===== src/design/hequ_pkg.sv =====
// ============================================================================
// hequ_pkg
// Types and constants shared by the histogram equalizer modules.
// ============================================================================
package hequ_pkg;

    localparam int GRAY_LEVELS = 256;
    localparam int PIX_W       = 8;
    localparam int CNT_W       = 21;
    localparam int MAX_PIXELS  = 1048576;
    // 510 * count + total stays below 2^(CNT_W + 9).
    localparam int NUM_W       = CNT_W + 9;
    localparam int DEN_W       = CNT_W + 1;
    localparam int QUO_W       = 8;
    localparam int STEP_W      = 3;
    localparam int STAT_W      = 2;
    localparam int ACT_W       = 2;

    typedef enum logic [ACT_W-1:0] {
        ACT_CLEAR = 2'd0,
        ACT_COUNT = 2'd1,
        ACT_REMAP = 2'd2,
        ACT_NONE  = 2'd3
    } t_action;

    typedef enum logic [STAT_W-1:0] {
        ST_OK    = 2'd0,
        ST_LIMIT = 2'd1,
        ST_EMPTY = 2'd2
    } t_status;

    typedef enum logic [3:0] {
        S_IDLE,
        S_CNT_WR,
        S_BLD_RD,
        S_BLD_ACC,
        S_BLD_NUM,
        S_BLD_DIV,
        S_MAP_RD,
        S_MAP_DATA,
        S_DONE
    } t_state;

    typedef struct packed {
        logic             clear;
        logic             wr_en;
        logic [PIX_W-1:0] wr_addr;
        logic [CNT_W-1:0] wr_data;
        logic [PIX_W-1:0] rd_addr;
    } t_bin_cmd;

    typedef struct packed {
        logic             done;
        logic [QUO_W-1:0] quo;
    } t_div_res;

endpackage


===== src/design/hequ_div.sv =====
// ============================================================================
// hequ_div
// Restoring divider that produces one quotient bit per cycle.
// ============================================================================
module hequ_div
    import hequ_pkg::*;
(
    input  logic             i_clk,
    input  logic             i_rst_n,
    input  logic             i_start,
    input  logic [NUM_W-1:0] i_num,
    input  logic [DEN_W-1:0] i_den,
    output t_div_res         o_res
);

    logic              r_busy;
    logic [STEP_W-1:0] r_cnt;
    logic [NUM_W-1:0]  r_rem;
    logic [NUM_W-1:0]  r_dsh;
    logic [QUO_W-1:0]  r_q;
    logic [NUM_W:0]    w_diff;
    logic              w_take;
    logic [NUM_W-1:0]  n_rem;
    logic [QUO_W-1:0]  n_q;

    assign w_diff = {1'b0, r_rem} - {1'b0, r_dsh};
    assign w_take = !w_diff[NUM_W];
    assign n_rem  = w_take ? w_diff[NUM_W-1:0] : r_rem;
    assign n_q    = {r_q[QUO_W-2:0], w_take};

    always_ff @(posedge i_clk) begin
        if (!i_rst_n) begin
            r_busy <= 1'b0;
            r_cnt  <= '0;
        end else if (i_start) begin
            r_busy <= 1'b1;
            r_cnt  <= '0;
        end else if (r_busy) begin
            r_cnt <= r_cnt + STEP_W'(1);
            if (r_cnt == STEP_W'(QUO_W - 1)) begin
                r_busy <= 1'b0;
            end
        end
    end

    // The divisor starts aligned to the top quotient bit and moves right.
    always_ff @(posedge i_clk) begin
        if (i_start) begin
            r_rem <= i_num;
            r_dsh <= {{(NUM_W-DEN_W-QUO_W+1){1'b0}}, i_den, {(QUO_W-1){1'b0}}};
            r_q   <= '0;
        end else if (r_busy) begin
            r_rem <= n_rem;
            r_dsh <= r_dsh >> 1;
            r_q   <= n_q;
        end
    end

    assign o_res.done = r_busy && (r_cnt == STEP_W'(QUO_W - 1));
    assign o_res.quo  = n_q;

endmodule


===== config.mk =====
export PLATFORM = sky130hd
export DESIGN_NAME = hequ_div
export DESIGN_NICKNAME = d
export VERILOG_FILES = /design/src/design/hequ_pkg.sv /design/src/design/hequ_div.sv
export SDC_FILE = /design/constraint.sdc
export NUM_CORES = 1
export LEC_CHECK = 0
export BUFFER_PORTS_ARGS = -buffer_cell sky130_fd_sc_hd__buf_2
export CAP_MARGIN = 20
export CORE_ASPECT_RATIO = 1.5
export CORE_MARGIN = 2
export CORE_UTILIZATION = 53
export DETAILED_ROUTE_END_ITERATION = 6
export HOLD_SLACK_MARGIN = 0.12
export PLACE_DENSITY_LB_ADDON = 0.2
export SYNTH_ARGS = -nofsm -noshare
export SYNTH_HDL_FRONTEND = slang
export SYNTH_SLANG_ARGS = --single-unit

===== constraint.sdc =====
create_clock -name i_clk -period 3.7 [get_ports i_clk]
set_input_delay 0.185 -clock i_clk [delete_from_list [all_inputs] [get_ports i_clk]]
set_output_delay 0.185 -clock i_clk [all_outputs]
set_load 0.005 [all_outputs]

==> impl_metrics.py <==
metrics = {
    "power": {
        "net_switching_power_mw": 1.29,
        "total_power_mw": 3.46,
        "share_of_total_power_in_sequential_cells_pct": 31.7,
        "vdd_drop_max_mv": 0.373,
        "power_switching_share_pct": 37.2,
        "share_clk_of_total_power_pct": 25.1,
        "power_frac_comb_pct": 43.2,
        "leakagePower_nw": 2.31,
        "internal-power_mw": 2.18,
        "power_density_nw_per_um2": 649,
    },
    "routing": {
        "wire_length_reported_by_the_detailed_router_um": 11000,
        "drt-vias-per-instance": 5.78,
        "drtAntennaViolNets": 0,
        "initialDrtViolationCount": 245,
        "detail_route.wl_per_cell_um": 16.0,
        "drc": 0,
        "drt_pass1_iterations": 4,
        "vias": 3981,
    },
    "global_routing": {
        "grt_pass1_vias": 3974,
        "grt.met2_usage_pct": 41.4,
        "maximum_number_of_pins_on_one_net_before_global_route_repair": 60,
        "busiest_layer": "met2",
        "globalRouteTotalUtil_pct": 24.7,
        "globalRouteOverflowTotal": 0,
        "grt_antenna_before_repair": 0,
        "grt_use_met1_pct": 30.1,
        "grt.met3_usage_pct": 5.34,
        "global_route_wire_length_before_repair_um": 18200,
    },
    "synthesis": {
        "post_synth_cell_types": 55,
        "synth_top_flop_cell": "edfxtp_1",
        "postSynthNetCount": 614,
        "yosys.area.top_type": "edfxtp_1",
        "synth.top_cells.by_area": "edfxtp_1 (34%), ha_1 (8.4%), dfxtp_1 (7.8%)",
        "yosysWarningCount": 0,
        "yosysSeqAreaShare_pct": 41.4,
        "syn_area_per_cell_um2": 8.81,
        "netlist.area_leader.share_pct": 33.6,
        "total_standard_cell_area_after_synthesis_um2": 4640,
        "synth_edf_count": 52,
        "netlist_instances": 527,
        "synth_async_sr_flop_share_pct": 0,
        "postSynthRegisterBits": 70,
    },
    "setup_path": {
        "timing.critical_path.arrival_ns": 3.17,
        "crit_path_max_fanout": 5,
        "rr_worst_depth": 9,
        "timing.critical_path.cells": "inv_1 > ha_1 > and3_1 > nand4_1 > a211oi_1 > nor2_1 > o41ai_1 > a2111oi_0 > nor3_1",
        "cp-start-kind": "flop",
        "setup.worst_path.class": "flop to flop",
        "critical_path.startpoint": "r_dsh[8]",
        "path_depth": 9,
        "worst_setup_path_end_kind": "flop",
        "crit_required_ns": 3.88,
        "worst_path_dominant_cell_family": "compound AO/OA/AOI/OAI gates",
        "critPathBufInv": 1,
        "cp_slowest_cell": "o41ai_1",
        "highest_cell_delay_on_the_worst_timing_path_ns": 0.79,
        "r2r_start": "r_dsh[8]",
    },
    "timing": {
        "final_max_slew_viol_count": 0,
        "finalClockSkew_ns": 0.00688,
        "period_share_pct": 81.0,
        "timing.final.hold_violations": 0,
        "max_clock_freq_mhz": 334,
        "setup_repair_after_global_routing_missed_its_margin": "no",
        "tns_ns": 0,
        "max_slew_margin_pct": 42.4,
        "final-setup-viol-count": 0,
        "worstMarginPinSlew_ns": 0.852,
        "post-route-min-period_ns": 3.00,
    },
    "clocking": {
        "cts_post_setup_buffers_inserted": 0,
        "clkSinkCount": 70,
        "cts_tree": "done",
        "insertion_delay_ns": 0.34,
        "max-clock-path-buffers": 2,
        "numCtsBuffers": 9,
        "clkSlewWorstSetupHoldPaths_ns": 0.06,
        "clock_tree.htree_level_count": 3,
        "cts.hold.buffers_added": 2,
        "cts-root-buf": "clkbuf_16",
        "cts.repair.resized": 0,
    },
    "floorplanning": {
        "floorplan.initialDensity_pct": 54.9,
        "io_pins": 64,
        "design.core.area_um2": 8460,
        "floorplan.die.height_um": 119,
        "fp_rows": 41,
        "fp.dieArea_um2": 9540,
        "chipWidth_um": 80.4,
    },
    "placement": {
        "io_buffer_count": 63,
        "placed_instance_count": 671,
        "hpwl_um": 7970,
        "dpl-instance-area_um2": 5010,
        "place.gp.congestion": 0.914,
    },
    "min_path": {
        "hold_sp": "i_num[23]",
        "min_delay_worst_type": "primary input to flop",
        "timing.hold.worst_path_depth": 3,
    },
    "finish": {
        "count_of_inserted_antenna_diode_cells": 0,
        "utilization_pct": 63.0,
        "fraction_of_final_layout_cells_with_drive_strength_greater_than_1_pct": 16.3,
        "multi_input_combinational_cell_area_um2": 2460,
        "seqCellArea_um2": 1920,
        "area_growth_pct": 14.9,
        "layout.nets": 664,
        "layout.filler_cells": 751,
        "layout.cells.non_filler": 689,
        "design_area_um2": 5340,
    },
    "run_status": {
        "outcome": "finished clean",
    },
    "flow_run": {
        "timing.max_cap.violations": 0,
    },
}
==> worst register-to-register path, stage by stage, from the launching register on <==
cell and delay, ns:
edfxtp_1 0.37, inv_1 0.07, ha_1 0.37, and3_1 0.24, nand4_1 0.11, a211oi_1 0.22
nor2_1 0.17, o41ai_1 0.79, a2111oi_0 0.25, nor3_1 0.25
==> path summary, 6_finish.rpt <==
check                   end  slack, ns
setup / recovery  r_rem[29]       0.70
hold / removal    r_rem[23]       0.12
setup reg to reg  r_rem[29]       0.70
hold reg to reg    r_dsh[0]       0.50
==> registers in the layout, indices dropped and copies added (netlist names) <==
signal,count
r_cnt,3
r_busy,1
r_q,7
r_dsh,29
r_rem,30
==> cell usage in the layout (no fill, tap or decap), types with 3 or more instances in the layout <==
cell	n
a211oi_1	4
a21boi_0	3
a21o_1	15
a21oi_1	31
and2_1	5
and3_1	4
buf_2	62
buf_4	7
clkbuf_16	10
dfxtp_1	17
edfxtp_1	52
ha_1	31
inv_1	37
inv_4	3
mux2i_1	16
nand2_1	88
nand2b_1	6
nand3_1	3
nand4_1	10
nor2_1	33
nor2b_1	5
nor3_1	6
o21a_1	4
o21ai_0	57
o21bai_1	4
o22ai_1	3
o31ai_1	3
xnor2_1	12
xor2_1	8
==> synth_stat cells, types with 4 or more instances <==
library cell  count
o21a_1            4
xor2_1            8
and2_1            5
inv_1            37
nor3_1            6
clkbuf_1         24
nor2b_1           5
a21o_1           15
o21bai_1          4
a211oi_1          4
nand4_1          10
o21ai_0          57
nor2_1           33
xnor2_1          12
and3_1            4
dfxtp_1          18
nand2_1          88
edfxtp_1         52
a21oi_1          31
mux2i_1          16
ha_1             31
nand2b_1          6
buf_1             5
==> power groups by stage <==
| stage | clock [mW] | sequential [mW] | combinational [mW] |
|---|---|---|---|
| finish | 0.871 | 1.10 | 1.50 |
| CTS | 0.880 | 1.10 | 1.49 |
| floorplan | 0 | 1.09 | 1.13 |
| global placement | 0 | 1.10 | 1.45 |
| detailed placement | 0 | 1.11 | 1.47 |
| global route | 0.913 | 1.11 | 1.67 |
==> metrics by stage <==
stage	setup WS, ns	hold slack [ns]
after global routing	0.445	0.127
final	0.703	0.120
after global placement	0.807	0.460
after detailed placement	0.751	0.468
after CTS	0.733	0.121
after floorplan	0.559	0.339
==> routing by layer <==
layer  wire (um)  vias to the layer above
met5           0                        -
met4         394                        0
met3         543                       30
met2        5530                      109
met1        4560                     1865
li1            -                     1977
==> logic make-up (layout without fill, tap and decap cells) <==
group / count (synthesis) / in the layout / share of synthesized area [%]
AOI/OAI and AO/OA: 149 / 149 / 20.2
xor gates and xnor gates: 20 / 20 / 3.77
adders and majority gates: 32 / 32 / 8.78
buffers and inverters: 69 / 124 / 5.71
DFF: 70 / 70 / 41.4
muxes: 16 / 16 / 3.45
and+or+nand+nor: 171 / 171 / 16.7
==> cell type report <==
type / count / area share, %
clock buffer: 12 / 5.21
clock inverter: 4 / 0.445
inverter: 37 / 2.60
multi-input combinational: 388 / 46.0
sequential: 70 / 36.0
tap: 107 / 2.51
timing repair buffer: 71 / 7.17
Note: power is estimated with default switching activity, not from simulation.
